`src/sv/atr_pkg.sv`:
```
// Package for the angular trapezoid ramp: payload structs, widths, turn constants,
// the controller state type and the controller-to-datapath command struct.
// No dependencies.
package atr_pkg;

    localparam int ANGLE_FRACTION_BITS = 6;
    localparam int ANGLE_W = 15;
    localparam int SPEED_W = 12;
    localparam int SCALE_W = 12;
    localparam int CFG_W   = 12;
    localparam int CFG_IDX_W = 2;

    localparam int FULL_TURN_I = 360 << ANGLE_FRACTION_BITS;
    localparam int HALF_TURN_I = 180 << ANGLE_FRACTION_BITS;

    // widths derived from the turn size and the field widths
    localparam int DIST_W = $clog2(HALF_TURN_I + 1);
    localparam int WRAP_W = $clog2(3 * FULL_TURN_I);
    localparam int LHS_W  = CFG_W + 1 + DIST_W;
    localparam int RHS_W  = 2 * SPEED_W;
    localparam int PROD_W = SPEED_W + SCALE_W;
    localparam int AMT_W  = PROD_W - 8;
    localparam int SUM_W  = ANGLE_W + 1;

    localparam logic [ANGLE_W-1:0] FULL_TURN = ANGLE_W'(FULL_TURN_I);
    localparam logic [ANGLE_W-1:0] HALF_TURN = ANGLE_W'(HALF_TURN_I);

    localparam logic [CFG_IDX_W-1:0] CFG_ACCEL_STEP = 2'd0;
    localparam logic [CFG_IDX_W-1:0] CFG_DECEL_STEP = 2'd1;
    localparam logic [CFG_IDX_W-1:0] CFG_MAX_SPEED  = 2'd2;

    localparam logic [CFG_W-1:0] ACCEL_STEP_RST = 12'd16;
    localparam logic [CFG_W-1:0] DECEL_STEP_RST = 12'd16;
    localparam logic [CFG_W-1:0] MAX_SPEED_RST  = 12'd256;

    typedef struct packed {
        logic [ANGLE_W-1:0] target_angle;
        logic [SCALE_W-1:0] step_scale;
    } t_in_item;

    typedef struct packed {
        logic [ANGLE_W-1:0] angle_now;
        logic [SPEED_W-1:0] speed_now;
        logic               snapped;
    } t_out_item;

    typedef enum logic [2:0] {
        ST_IDLE,
        ST_ERROR,
        ST_PROD,
        ST_SPEED,
        ST_ROTATE,
        ST_ANGLE
    } t_state;

    typedef struct packed {
        logic load_in;
        logic calc_err;
        logic calc_prod;
        logic calc_speed;
        logic calc_rot;
        logic commit;
    } t_dp_cmd;

endpackage

```
`src/sv/angular_trapezoid_ramp_top.sv`:
```
// Angular trapezoid ramp: speed profile toward a target angle, one update per
// transaction. Top level joining atr_ctrl and atr_datapath; depends on atr_pkg.
//
// Usage:
//   Input channel (i_in_valid / o_in_stall / i_in_data) carries target angle and
//   step scale; output channel (o_out_valid / i_out_stall / o_out_data) returns the
//   new angle, speed and a snap flag, one result per input transaction.
//   Pacing: the next input is taken on the cycle the previous result is loaded,
//   and not before, as each input runs the dependent chain error -> braking
//   products -> speed update -> rotation product -> angle update, each step
//   registered, with the result loaded into the output register at the end.
//   Configuration (i_cfg_we / i_cfg_idx / i_cfg_data) writes accel_step (0),
//   decel_step (1) and max_speed (2); write only while the block is idle.
//   Reset (synchronous, active low) sets angle and speed to zero, registers to
//   their defaults and empties the output register.
//   When the receiver stalls, the result is held; one further input may be
//   accepted and worked on, then the block waits with its result ready.
module angular_trapezoid_ramp_top (
    input  logic                          i_clk,
    input  logic                          i_rst_n,
    input  logic                          i_cfg_we,
    input  logic [atr_pkg::CFG_IDX_W-1:0] i_cfg_idx,
    input  logic [atr_pkg::CFG_W-1:0]     i_cfg_data,
    input  logic                          i_in_valid,
    output logic                          o_in_stall,
    input  atr_pkg::t_in_item             i_in_data,
    output logic                          o_out_valid,
    input  logic                          i_out_stall,
    output atr_pkg::t_out_item            o_out_data
);

    atr_pkg::t_dp_cmd cmd;

    atr_ctrl u_ctrl (
        .i_clk       (i_clk),
        .i_rst_n     (i_rst_n),
        .i_in_valid  (i_in_valid),
        .o_in_stall  (o_in_stall),
        .o_out_valid (o_out_valid),
        .i_out_stall (i_out_stall),
        .o_cmd       (cmd)
    );

    atr_datapath u_dp (
        .i_clk      (i_clk),
        .i_rst_n    (i_rst_n),
        .i_cfg_we   (i_cfg_we),
        .i_cfg_idx  (i_cfg_idx),
        .i_cfg_data (i_cfg_data),
        .i_in_data  (i_in_data),
        .i_cmd      (cmd),
        .o_out_data (o_out_data)
    );

endmodule

```
`src/sv/atr_ctrl.sv`:
```
// Controller of the angular trapezoid ramp: sequences the datapath steps and
// owns the input/output handshakes. Depends on atr_pkg.
module atr_ctrl (
    input  logic             i_clk,
    input  logic             i_rst_n,
    input  logic             i_in_valid,
    output logic             o_in_stall,
    output logic             o_out_valid,
    input  logic             i_out_stall,
    output atr_pkg::t_dp_cmd o_cmd
);

    atr_pkg::t_state r_state, n_state;
    logic            r_out_valid, n_out_valid;
    logic            out_free;
    logic            in_ready;
    logic            accept;

    always_ff @(posedge i_clk) begin
        if (!i_rst_n) begin
            r_state     <= atr_pkg::ST_IDLE;
            r_out_valid <= 1'b0;
        end else begin
            r_state     <= n_state;
            r_out_valid <= n_out_valid;
        end
    end

    always_comb begin
        out_free = !r_out_valid || !i_out_stall;
        // a new transaction may enter on the cycle the previous one commits
        in_ready = (r_state == atr_pkg::ST_IDLE) ||
                   ((r_state == atr_pkg::ST_ANGLE) && out_free);
        accept   = i_in_valid && in_ready;

        n_state  = r_state;
        o_cmd    = '0;
        o_cmd.load_in = accept;

        case (r_state)
            atr_pkg::ST_IDLE: begin
                if (accept) n_state = atr_pkg::ST_ERROR;
            end
            atr_pkg::ST_ERROR: begin
                o_cmd.calc_err = 1'b1;
                n_state = atr_pkg::ST_PROD;
            end
            atr_pkg::ST_PROD: begin
                o_cmd.calc_prod = 1'b1;
                n_state = atr_pkg::ST_SPEED;
            end
            atr_pkg::ST_SPEED: begin
                o_cmd.calc_speed = 1'b1;
                n_state = atr_pkg::ST_ROTATE;
            end
            atr_pkg::ST_ROTATE: begin
                o_cmd.calc_rot = 1'b1;
                n_state = atr_pkg::ST_ANGLE;
            end
            atr_pkg::ST_ANGLE: begin
                if (out_free) begin
                    o_cmd.commit = 1'b1;
                    n_state = accept ? atr_pkg::ST_ERROR : atr_pkg::ST_IDLE;
                end
            end
            default: begin
                n_state = atr_pkg::ST_IDLE;
            end
        endcase

        if (o_cmd.commit)
            n_out_valid = 1'b1;
        else if (!i_out_stall)
            n_out_valid = 1'b0;
        else
            n_out_valid = r_out_valid;
    end

    assign o_in_stall  = !in_ready;
    assign o_out_valid = r_out_valid;

endmodule

```
`src/sv/atr_datapath.sv`:
```
// Datapath of the angular trapezoid ramp: configuration registers, angle and
// speed state, error, braking test, speed update and rotation. Depends on atr_pkg.
module atr_datapath (
    input  logic                           i_clk,
    input  logic                           i_rst_n,
    input  logic                           i_cfg_we,
    input  logic [atr_pkg::CFG_IDX_W-1:0]  i_cfg_idx,
    input  logic [atr_pkg::CFG_W-1:0]      i_cfg_data,
    input  atr_pkg::t_in_item              i_in_data,
    input  atr_pkg::t_dp_cmd               i_cmd,
    output atr_pkg::t_out_item             o_out_data
);

    localparam logic [atr_pkg::WRAP_W-1:0] WRAP_BIAS =
        atr_pkg::WRAP_W'(atr_pkg::FULL_TURN_I + atr_pkg::HALF_TURN_I);
    localparam logic [atr_pkg::WRAP_W-1:0] WRAP_FULL  = atr_pkg::WRAP_W'(atr_pkg::FULL_TURN_I);
    localparam logic [atr_pkg::WRAP_W-1:0] WRAP_FULL2 =
        atr_pkg::WRAP_W'(2 * atr_pkg::FULL_TURN_I);
    localparam logic [atr_pkg::WRAP_W-1:0] WRAP_HALF  = atr_pkg::WRAP_W'(atr_pkg::HALF_TURN_I);
    localparam logic [atr_pkg::AMT_W-1:0]  AMT_HALF   = atr_pkg::AMT_W'(atr_pkg::HALF_TURN_I);
    localparam logic [atr_pkg::SUM_W-1:0]  SUM_FULL   = atr_pkg::SUM_W'(atr_pkg::FULL_TURN_I);

    logic [atr_pkg::CFG_W-1:0]   r_accel, r_decel, r_max;
    logic [atr_pkg::ANGLE_W-1:0] r_angle, n_angle;
    logic [atr_pkg::SPEED_W-1:0] r_speed, n_speed;
    logic [atr_pkg::ANGLE_W-1:0] r_target;
    logic [atr_pkg::SCALE_W-1:0] r_scale;
    logic [atr_pkg::DIST_W-1:0]  r_dist;
    logic                        r_neg;
    logic [atr_pkg::LHS_W-1:0]   r_lhs;
    logic [atr_pkg::RHS_W-1:0]   r_rhs;
    logic                        r_snap;
    logic [atr_pkg::AMT_W-1:0]   r_amount;
    atr_pkg::t_out_item          r_out;

    logic [atr_pkg::ANGLE_W-1:0] tgt_red;
    logic [atr_pkg::WRAP_W-1:0]  wrap_raw, wrap_mod;
    logic                        err_neg;
    logic [atr_pkg::DIST_W-1:0]  err_dist;
    logic                        snap;
    logic [atr_pkg::SPEED_W:0]   spd_sum;
    logic [atr_pkg::PROD_W-1:0]  rot_prod;
    logic [atr_pkg::AMT_W-1:0]   amt_clamped;
    logic [atr_pkg::SUM_W-1:0]   ang_sum;

    always_ff @(posedge i_clk) begin
        if (!i_rst_n) begin
            r_accel <= atr_pkg::ACCEL_STEP_RST;
            r_decel <= atr_pkg::DECEL_STEP_RST;
            r_max   <= atr_pkg::MAX_SPEED_RST;
        end else if (i_cfg_we) begin
            case (i_cfg_idx)
                atr_pkg::CFG_ACCEL_STEP: r_accel <= i_cfg_data;
                atr_pkg::CFG_DECEL_STEP: r_decel <= i_cfg_data;
                atr_pkg::CFG_MAX_SPEED:  r_max   <= i_cfg_data;
                default: ;
            endcase
        end
    end

    // target reduced modulo a full turn (one subtract covers the 15-bit range)
    always_comb begin
        tgt_red = (i_in_data.target_angle >= atr_pkg::FULL_TURN) ?
                  i_in_data.target_angle - atr_pkg::FULL_TURN : i_in_data.target_angle;
    end

    // shortest error, wrapped around half a turn
    always_comb begin
        wrap_raw = atr_pkg::WRAP_W'(r_target) + WRAP_BIAS - atr_pkg::WRAP_W'(r_angle);
        if (wrap_raw >= WRAP_FULL2)
            wrap_mod = wrap_raw - WRAP_FULL2;
        else if (wrap_raw >= WRAP_FULL)
            wrap_mod = wrap_raw - WRAP_FULL;
        else
            wrap_mod = wrap_raw;
        err_neg  = wrap_mod < WRAP_HALF;
        err_dist = err_neg ? atr_pkg::DIST_W'(WRAP_HALF - wrap_mod)
                           : atr_pkg::DIST_W'(wrap_mod - WRAP_HALF);
    end

    // speed update: snap, accelerate or brake
    always_comb begin
        snap    = r_dist < atr_pkg::DIST_W'(r_speed);
        spd_sum = {1'b0, r_speed} + {1'b0, r_accel};
        if (snap)
            n_speed = '0;
        else if (r_lhs > atr_pkg::LHS_W'(r_rhs))
            n_speed = (spd_sum > {1'b0, r_max}) ? r_max : spd_sum[atr_pkg::SPEED_W-1:0];
        else
            n_speed = (r_speed > r_decel) ? r_speed - r_decel : '0;
    end

    assign rot_prod = atr_pkg::PROD_W'(r_speed) * atr_pkg::PROD_W'(r_scale);

    // rotation clamped to half a turn, then applied in the error's direction
    always_comb begin
        amt_clamped = (r_amount > AMT_HALF) ? AMT_HALF : r_amount;
        if (r_neg)
            ang_sum = atr_pkg::SUM_W'(r_angle) + SUM_FULL - atr_pkg::SUM_W'(amt_clamped);
        else
            ang_sum = atr_pkg::SUM_W'(r_angle) + atr_pkg::SUM_W'(amt_clamped);
        n_angle = (ang_sum >= SUM_FULL) ? atr_pkg::ANGLE_W'(ang_sum - SUM_FULL)
                                        : atr_pkg::ANGLE_W'(ang_sum);
    end

    always_ff @(posedge i_clk) begin
        if (!i_rst_n) begin
            r_angle <= '0;
            r_speed <= '0;
        end else begin
            if (i_cmd.calc_speed) begin
                r_speed <= n_speed;
                if (snap) r_angle <= r_target;
            end else if (i_cmd.commit) begin
                r_angle <= n_angle;
            end
        end
    end

    always_ff @(posedge i_clk) begin
        if (i_cmd.load_in) begin
            r_target <= tgt_red;
            r_scale  <= i_in_data.step_scale;
        end
        if (i_cmd.calc_err) begin
            r_dist <= err_dist;
            r_neg  <= err_neg;
        end
        if (i_cmd.calc_prod) begin
            r_lhs <= atr_pkg::LHS_W'({r_decel, 1'b0}) * atr_pkg::LHS_W'(r_dist);
            r_rhs <= atr_pkg::RHS_W'(r_speed) * atr_pkg::RHS_W'(r_speed);
        end
        if (i_cmd.calc_speed)
            r_snap <= snap;
        if (i_cmd.calc_rot)
            r_amount <= rot_prod[atr_pkg::PROD_W-1:8];
        if (i_cmd.commit) begin
            r_out.angle_now <= n_angle;
            r_out.speed_now <= r_speed;
            r_out.snapped   <= r_snap;
        end
    end

    assign o_out_data = r_out;

endmodule

```
`config.mk`:
```
export PLATFORM = sky130hd
export DESIGN_NAME = angular_trapezoid_ramp_top
export DESIGN_NICKNAME = d
export VERILOG_FILES = /design/src/sv/atr_pkg.sv /design/src/sv/angular_trapezoid_ramp_top.sv /design/src/sv/atr_ctrl.sv /design/src/sv/atr_datapath.sv
export SDC_FILE = /design/constraint.sdc
export NUM_CORES = 1
export LEC_CHECK = 0
export BUFFER_PORTS_ARGS = -buffer_cell sky130_fd_sc_hd__buf_2
export CAP_MARGIN = 25
export CORE_ASPECT_RATIO = 1.5
export CORE_UTILIZATION = 55
export DETAILED_ROUTE_END_ITERATION = 8
export HOLD_SLACK_MARGIN = 0.02
export PLACE_DENSITY = 0.8
export REMOVE_ABC_BUFFERS = 1
export SYNTH_ARGS = -nofsm -noshare
export SYNTH_HDL_FRONTEND = slang
export SYNTH_SLANG_ARGS = --single-unit
```
`constraint.sdc`:
```
create_clock -name i_clk -period 15.9 [get_ports i_clk]
set_input_delay 3.18 -clock i_clk [delete_from_list [all_inputs] [get_ports i_clk]]
set_output_delay 3.18 -clock i_clk [all_outputs]
set_load 0.01 [all_outputs]
```
==> metrics.md, run 1 <==
| Metric | Value |
|---|---|
| First-pass DRT Iterations | `5` |
| Num CTS Buffers | `22` |
| Final setup viols | `0` |
| Final #Nets | `3694` |
| RePlAce Congestion | `~0.96` |
| Final worst path period share | `44.2%` |
| CP max FO | `5` |
| I/O pins | `76` |
| Setup ws final | `between 8 and 9 ns` |
| Initial Util | `55.9%` |
| Global-route wire length before repair | `about 110000 um` |
| Core area | `47700 um^2` |
| XOR/XNOR Fraction of Synth Area | `3.84%` |
| Routed length on met2 | `36200 um` |
| Setup crit start kind | `primary input` |
| Worst setup EP type | `output port` |
| GRT overflow | `0` |
| Yosys top cell area share | `22.8%` |
| Max VDD drop | `approximately 0.10 mV` |
| Fillers | `4011` |
| Number of flops mapped to enable cells by yosys | `136` |
| Die Height | `272 um` |
| Largest net degree at the start of global routing | `50` |
| Placed instance area | `between 20000 and 30000 um^2` |
| Final Max Tran Viols | `0` |
| Post-synth cell types | `101` |
| DRC Markers | `0` |
| CTS sink cnt | `203` |
| CTS tree | `yes` |
| Post-Route WL | `slightly below 70000 um` |
| Initial antenna violation count | `1` |
| Net Switching | `around 1000 uW` |
| Pleak | `0.0140 uW` |
| Die area | `49400 um^2` |
| Final min period | `7.03 ns` |
| Post-synthesis area per instance | `roughly 9.0 um^2` |
| Hold WS | `about 0.46 ns` |
| Fraction of layout cells with a size suffix above 1 | `6.68%` |
| Seq/Total Area, Yosys | `20.4%` |
| Combinational Power Share | `between 40 and 50%` |
| Worst Path Class, Setup | `primary input to output port` |
| Max Fclk | `between 100 and 150 MHz` |
| PwrDens | `84.9 nW/um^2` |
| Main synth FF type | `edfxtp_1` |
| Crit path DAT | `about 3.9 ns` |
| Port Buffer Count | `75` |
| Via/cell ratio | `5.72` |
| Cell area after layout | `28400 um^2` |
| Worst min path class | `register to register` |
| Yosys warnings | `0` |
| Die width | `182 um` |
| Highest routed layer | `met4` |
| Cell row count | `98` |
| Wire length per cell | `approximately 19 um` |
| Simple-gate portion of the synthesized area | `15.6%` |
| Worst slew margin | `37.0%` |
| Top cells by area, synth | `fa_1 23%, ha_1 16%, edfxtp_1 15%, inv_1 8.4%, nand2_1 5.4%` |
| Post-Synth Adder-Cell Area | `between 30% and 40%` |
| Final TNS setup | `0 ns` |
| Post-CTS Hold Fix Bufs | `0` |
| Switch share | `41.8%` |
| Routed Antenna Nets | `0` |
| Status | `completed` |
| Clk_lat worst skew | `0.55 ns` |
| Largest family of logic cells by synthesized area | `adder cells` |
| Clock root cell | `clkbuf_16` |
| Final Hold Viols | `0` |
| Asr flop ratio synth | `0%` |
| FF+latch count, synth | `~200` |
| Syn Inst Count | `2978` |
| Pre-CTS WS | `slightly below 9 ns` |
| Skew final | `0.0131 ns` |
| Post_cts resized | `0` |
| GRT Overall Usage | `between 20% and 30%` |
| Clk slew on worst S/H paths | `~0.060 ns` |
| Worst Path Required | `about 13 ns` |
| DP HPWL | `around 55000 um` |
| Max-cap violations | `0` |
| Clock Tree Buf Depth | `3` |
| Clock power frac | `between 20 and 25%` |
| RSZ-0062 raised after global routing | `no` |
| Postcts setup bufs | `0` |
| Vias in the first global route | `22100` |
| Cell Area, Synth | `about 27000 um^2` |
| Worst-margin pin slew | `0.921 ns` |
| CTS H-Tree Depth | `1` |
| Area Growth Syn to Fin | `6.41%` |
| Mux share of post-synthesis cell area | `1.31%` |
| DRT iter0 DRCs | `1105` |
| Synth area leader | `fa_1` |
| Routed via count | `20800` |
| Compound-Gate Fraction of Synth Area | `between 10% and 20%` |
| Seq pwr share | `roughly a third` |
| Met3 WL | `3220 um` |
| M1 wire length | `24500 um` |
| Internal power | `about 1400 uW` |
worst max-delay path: stages:
cell      delay (ns)
buf_2           0.10
nand2_1         0.14
nand3_1         0.09
o21ai_0         0.09
nand2b_1        0.10
buf_2           0.15
cells in the mapped netlist (8+ instances only):
cell,instances
inv_1,597
nand2_1,385
ha_1,335
fa_1,304
nor2_1,156
edfxtp_1,136
and2_1,120
a21oi_1,117
xnor2_1,92
clkbuf_1,83
dfxtp_1,67
o21ai_0,67
nor3_1,44
nand3_1,30
a21o_1,28
o21a_1,27
xor2_1,25
o211ai_1,23
mux2i_1,22
nand4_1,22
nor2b_1,22
nand2b_1,18
or3_1,17
and3_1,14
a31oi_1,13
or2_2,12
a211oi_1,11
o21bai_1,11
nor4_1,10
mux2_2,8
o31ai_1,8
metal layers:
metal / GRT usage [%] / vias to the layer above
met4: 19.1 / 0
met5: 0 / -
met2: 53.1 / 644
met1: 29.8 / 10200
met3: 3.73 / 234
li1: - / 9654
cell usage in the layout, fill, tap and decap left out, types with 17 or more instances in the layout:
| cell | n |
|---|---|
| nand3_1 | 30 |
| edfxtp_1 | 136 |
| xnor2_1 | 92 |
| o211ai_1 | 23 |
| inv_1 | 598 |
| xor2_1 | 25 |
| clkbuf_16 | 23 |
| dfxtp_1 | 67 |
| nor3_1 | 44 |
| buf_2 | 75 |
| nand4_1 | 22 |
| or3_1 | 17 |
| nor2b_1 | 22 |
| fa_1 | 304 |
| a21o_1 | 28 |
| nand2b_1 | 18 |
| and2_1 | 120 |
| a21oi_1 | 117 |
| buf_4 | 25 |
| ha_1 | 335 |
| o21ai_0 | 67 |
| mux2i_1 | 22 |
| o21a_1 | 27 |
| nor2_1 | 155 |
| nand2_1 | 385 |
cell type report:
| class | instances | area, um^2 | share of cell area (%) |
|---|---|---|---|
| Multi-Input combinational cell | 2079 | 18600 | 65.6 |
| Sequential cell | 203 | 5430 | 19.1 |
| Inverter | 602 | 2260 | 7.97 |
| Tap cell | 600 | 751 | 2.65 |
| Clock buffer | 25 | 593 | 2.09 |
| Timing Repair Buffer | 101 | 578 | 2.04 |
| Clock inverter | 15 | 145 | 0.512 |
| Antenna cell | 1 | 2.50 | 0.00882 |
worst paths after layout:
check,startpoint,endpoint,slack (ns),cells past startpoint
setup / recovery,i_out_stall,o_in_stall,8.87,6
hold reg to reg,u_dp.r_accel[7],u_dp.r_accel[7],0.46,2
setup reg to reg,u_dp.r_speed[2],u_dp.r_rhs[22],8.92,22
hold / removal,u_dp.r_accel[7],u_dp.r_accel[7],0.46,2
cells by family (layout without fill, tap and decap cells):
kind of cell / after synthesis / after routing
compound gates: 404 / 404
buf+inv: 697 / 743
flops: 203 / 203
xor+xnor: 117 / 117
fa+ha+maj: 639 / 639
simple gates: 884 / 884
mux: 33 / 33
other cells: 1 / 3
state kept, by name, indices dropped and copies added (netlist names):
register            count
u_dp.r_max             12
u_dp.r_amount          16
u_ctrl.o_out_valid      1
u_ctrl.r_state          3
u_dp.r_speed           12
u_dp.r_scale           12
u_dp.r_target          15
u_dp.r_lhs             26
u_dp.r_rhs             23
u_dp.r_dist            14
u_dp.r_angle           15
u_dp.r_decel           12
u_dp.r_neg              1
u_dp.r_snap             1
u_dp.r_accel           12
u_dp.o_out_data        28
power by group through the flow:
stage | combinational, uW | sequential (uW) | clock, uW
CTS | 1080 | 771 | 552
detailed placement | 1080 | 781 | 0
floorplan | 807 | 727 | 0
global route | 1210 | 779 | 571
global placement | 1030 | 778 | 0
finish | 1080 | 778 | 546
through the flow:
stage                     total power, uW  std cells  util (%)
after global placement               1810       3584      57.9
final                                2410       3626      59.5
after global routing                 2570       3625      59.5
after floorplan                      1530       2884         -
after CTS                            2410       3624      59.4
after detailed placement             1860       3584      57.9
No activity file was read; power rests on OpenSTA's default activity.
==> inputs of run 2 (changes only) <==
Clock period 15.9 ns to 6.9 ns, I/O delays scaled along.
==> run 2 against run 1 <==
  * Count of clock-buffer cells in the layout fell by 2
  * Worst hold slack gained 0.0023 ns
  * Sequential power grew 130%
  * Via count is 0.79% higher
  * Sequential share of layout area about the same
  * Wire length fell by 2.1%
  * Cell area increased by 0.25%
  * Global-route usage shrank 0.97 points
  * Non-clock buffer count grew 13
  * Highest routed layer is now met5
==> metrics.md, run 2 (same netlist as run 1, synthesis figures left out) <==
| Metric | Value |
|---|---|
| Status | `completed (unchanged)` |
| Worst min path class | `register to register (unchanged)` |
| GRT Overall Usage | `27.6% (was 28.6%)` |
| Pleak | `0.0140 uW (about the same)` |
| Wire length per cell | `18.5 um (was 19.0 um)` |
| Area Growth Syn to Fin | `6.67% (was 6.41%)` |
| RSZ-0062 raised after global routing | `no (unchanged)` |
| Global-route wire length before repair | `108000 um (was 111000 um)` |
| Postcts setup bufs | `0 (unchanged)` |
| Max VDD drop | `0.196 mV (was 0.101 mV)` |
| Port Buffer Count | `75 (unchanged)` |
| Die area | `49400 um^2 (unchanged)` |
| Clock Tree Buf Depth | `3 (unchanged)` |
| Post-Route WL | `67300 um (was 68700 um)` |
| CTS tree | `yes (unchanged)` |
| Hold_sp | `u_dp.r_accel[10] (was u_dp.r_accel[7])` |
| Crit. Startpoint | `u_dp.r_dist[3] (was i_out_stall)` |
| Die width | `182 um (unchanged)` |
| Max-cap violations | `0 (unchanged)` |
| Via/cell ratio | `5.75 (was 5.72)` |
| Critical path's slowest cell | `edfxtp_1 (was buf_2)` |
| Worst flop-to-flop path startpoint | `u_dp.r_dist[3] (was u_dp.r_speed[2])` |
| Crit path DAT | `6.79 ns (was 3.85 ns)` |
| Clock root cell | `clkbuf_16 (unchanged)` |
| DP HPWL | `54500 um (was 55300 um)` |
| Final worst path period share | `between 90 and 100%` |
| Multi-input gate area | `18600 um^2 (about the same)` |
| Worst Path Class, Setup | `register to register (was primary input to output port)` |
| CTS H-Tree Depth | `1 (unchanged)` |
| Largest net degree at the start of global routing | `50 (unchanged)` |
| Pwr Total | `5560 uW (was 2410 uW)` |
| DRT iter0 DRCs | `1184 (was 1105)` |
| Worst slew margin | `28.3% (was 37.0%)` |
| Final TNS setup | `0 ns (unchanged)` |
| Worst setup EP type | `register (was output port)` |
| Initial Util | `55.9% (unchanged)` |
| Delay-heaviest family, CP | `adder cells (was simple AND/OR/NAND/NOR gates)` |
| CP max FO | `13 (was 5)` |
| PwrDens | `196 nW/um^2 (was 84.9 nW/um^2)` |
| Clk slew on worst S/H paths | `0.07 ns (was 0.06 ns)` |
| Vias in the first global route | `22100 (about the same)` |
| Worst-margin pin slew | `1.08 ns (was 0.921 ns)` |
| Commonest non-fill, non-tap cell in the layout | `inv_1 (unchanged)` |
| Final Max Tran Viols | `0 (unchanged)` |
| Worst Path Required | `7.20 ns (was 12.72 ns)` |
| Setup crit start kind | `register (was primary input)` |
| CP max stage delay | `0.75 ns (was 0.15 ns)` |
| Cell row count | `98 (unchanged)` |
| Max Fclk | `154 MHz` |
| Post-CTS Hold Fix Bufs | `0 (unchanged)` |
| Most used cell, CP | `fa_1 (was buf_2)` |
| Final #Nets | `3706 (was 3694)` |
| Core area | `47700 um^2 (unchanged)` |
| Final Hold Viols | `0 (unchanged)` |
| Skew final | `0.0320 ns (was 0.0131 ns)` |
| Initial antenna violation count | `1 (unchanged)` |
| Die Height | `272 um (unchanged)` |
| Fillers | `3996 (was 4011)` |
| RePlAce Congestion | `0.956 (about the same)` |
| Post_cts resized | `0 (unchanged)` |
| CTS sink cnt | `203 (unchanged)` |
| I/O pins | `76 (unchanged)` |
| Routed via count | `20900 (was 20800)` |
| Routed Antenna Nets | `0 (unchanged)` |
| Num CTS Buffers | `21 (was 22)` |
| Largest register FFs | `28 (unchanged)` |
| Final setup viols | `0 (unchanged)` |
| Critical path cell sequence | `nand2_1, fa_1, fa_1, inv_1, ha_1, fa_1, inv_1, fa_1, inv_1, ha_1, a21boi_0, o21ai_0, a21boi_0, o21a_1, nor2_1, o21ai_0, o211ai_1, a31oi_1, or4_1, nand4_1 (was buf_2, nand2_1, nand3_1, o21ai_0, nand2b_1, buf_2)` |
| Clk_lat worst skew | `0.56 ns (was 0.55 ns)` |
| CP bufs+invs | `3 (was 2)` |
| FF+latch area | `5430 um^2 (unchanged)` |
| # diodes | `0 (was 1)` |
| DRC Markers | `0 (unchanged)` |
| First-pass DRT Iterations | `6 (was 5)` |
| Final min period | `6.49 ns` |
| GRT overflow | `0 (unchanged)` |
| Commonest non-fill, non-tap cells in the layout | `597 x inv_1, 385 x nand2_1, 335 x ha_1 (was 598 x inv_1, 385 x nand2_1, 335 x ha_1)` |
| Fraction of layout cells with a size suffix above 1 | `7.05% (was 6.68%)` |
## run 2: changes by cell type in the layout (fill, tap and decap cells not counted), moves of 2 or more
cell	delta
inv_4	-3
clkinv_2	-2
clkbuf_16	-2
inv_8	+2
clkinv_4	+2
buf_4	+13
## run 2: worst min-delay path: cells and delay by family (launching register included)
family | cells | cell delay [ns]
and+or+nand+nor | 1 | 0.05
AOI/OAI and AO/OA | 1 | 0.05
DFF | 1 | 0.32
## run 2: metal layers
metal  GRT usage, %  share of wire [%]  vias to the layer above
met4           17.3                6.7                        2
met2           52.2                 53                      708
met5              0              0.016                        -
li1               -                  -                     9687
met3           3.13                4.4                      302
met1           28.8                 36                    10200
## run 2: cell type report
| class | count | share of cell area (%) |
|---|---|---|
| multi-input cells | 2079 | 65.5 |
| flip-flops and latches | 203 | 19.1 |
| inverters | 602 | 7.95 |
| well taps | 600 | 2.64 |
| repair buffers | 114 | 2.36 |
| clock buffers | 23 | 1.91 |
| clock inverters | 15 | 0.594 |
## run 2: final timing paths
check	endpoint	slack (ns)	cells past startpoint
setup reg to reg	u_dp.r_lhs[25]	0.41	20
hold / removal	u_dp.r_accel[10]	0.47	2
setup / recovery	u_dp.r_lhs[25]	0.41	20
hold reg to reg	u_dp.r_accel[10]	0.47	2
## run 2: where the power goes
group	switching (uW)	leakage, uW	internal (uW)	total, uW
logic	1550	0.0119	1030	2580
registers	245	0.00183	1520	1760
clock network	564	0.000341	662	1230
## run 2: metrics by stage
| stage | std cells | setup WS (ns) | hold WS (ns) | utilization [%] | area (um^2) |
|---|---|---|---|---|---|
| finish | 3636 | 0.407 | 0.467 | 59.6 | 28400 |
| global route | 3636 | 0.0911 | 0.493 | 59.6 | 28400 |
| CTS | 3635 | 0.425 | 0.464 | 59.6 | 28400 |
| detailed placement | 3597 | 0.471 | 0.452 | 58.1 | 27700 |
| global placement | 3596 | 0.615 | 0.446 | 58.1 | 27700 |
| floorplan | 2884 | 0.762 | 0.400 | - | 26300 |
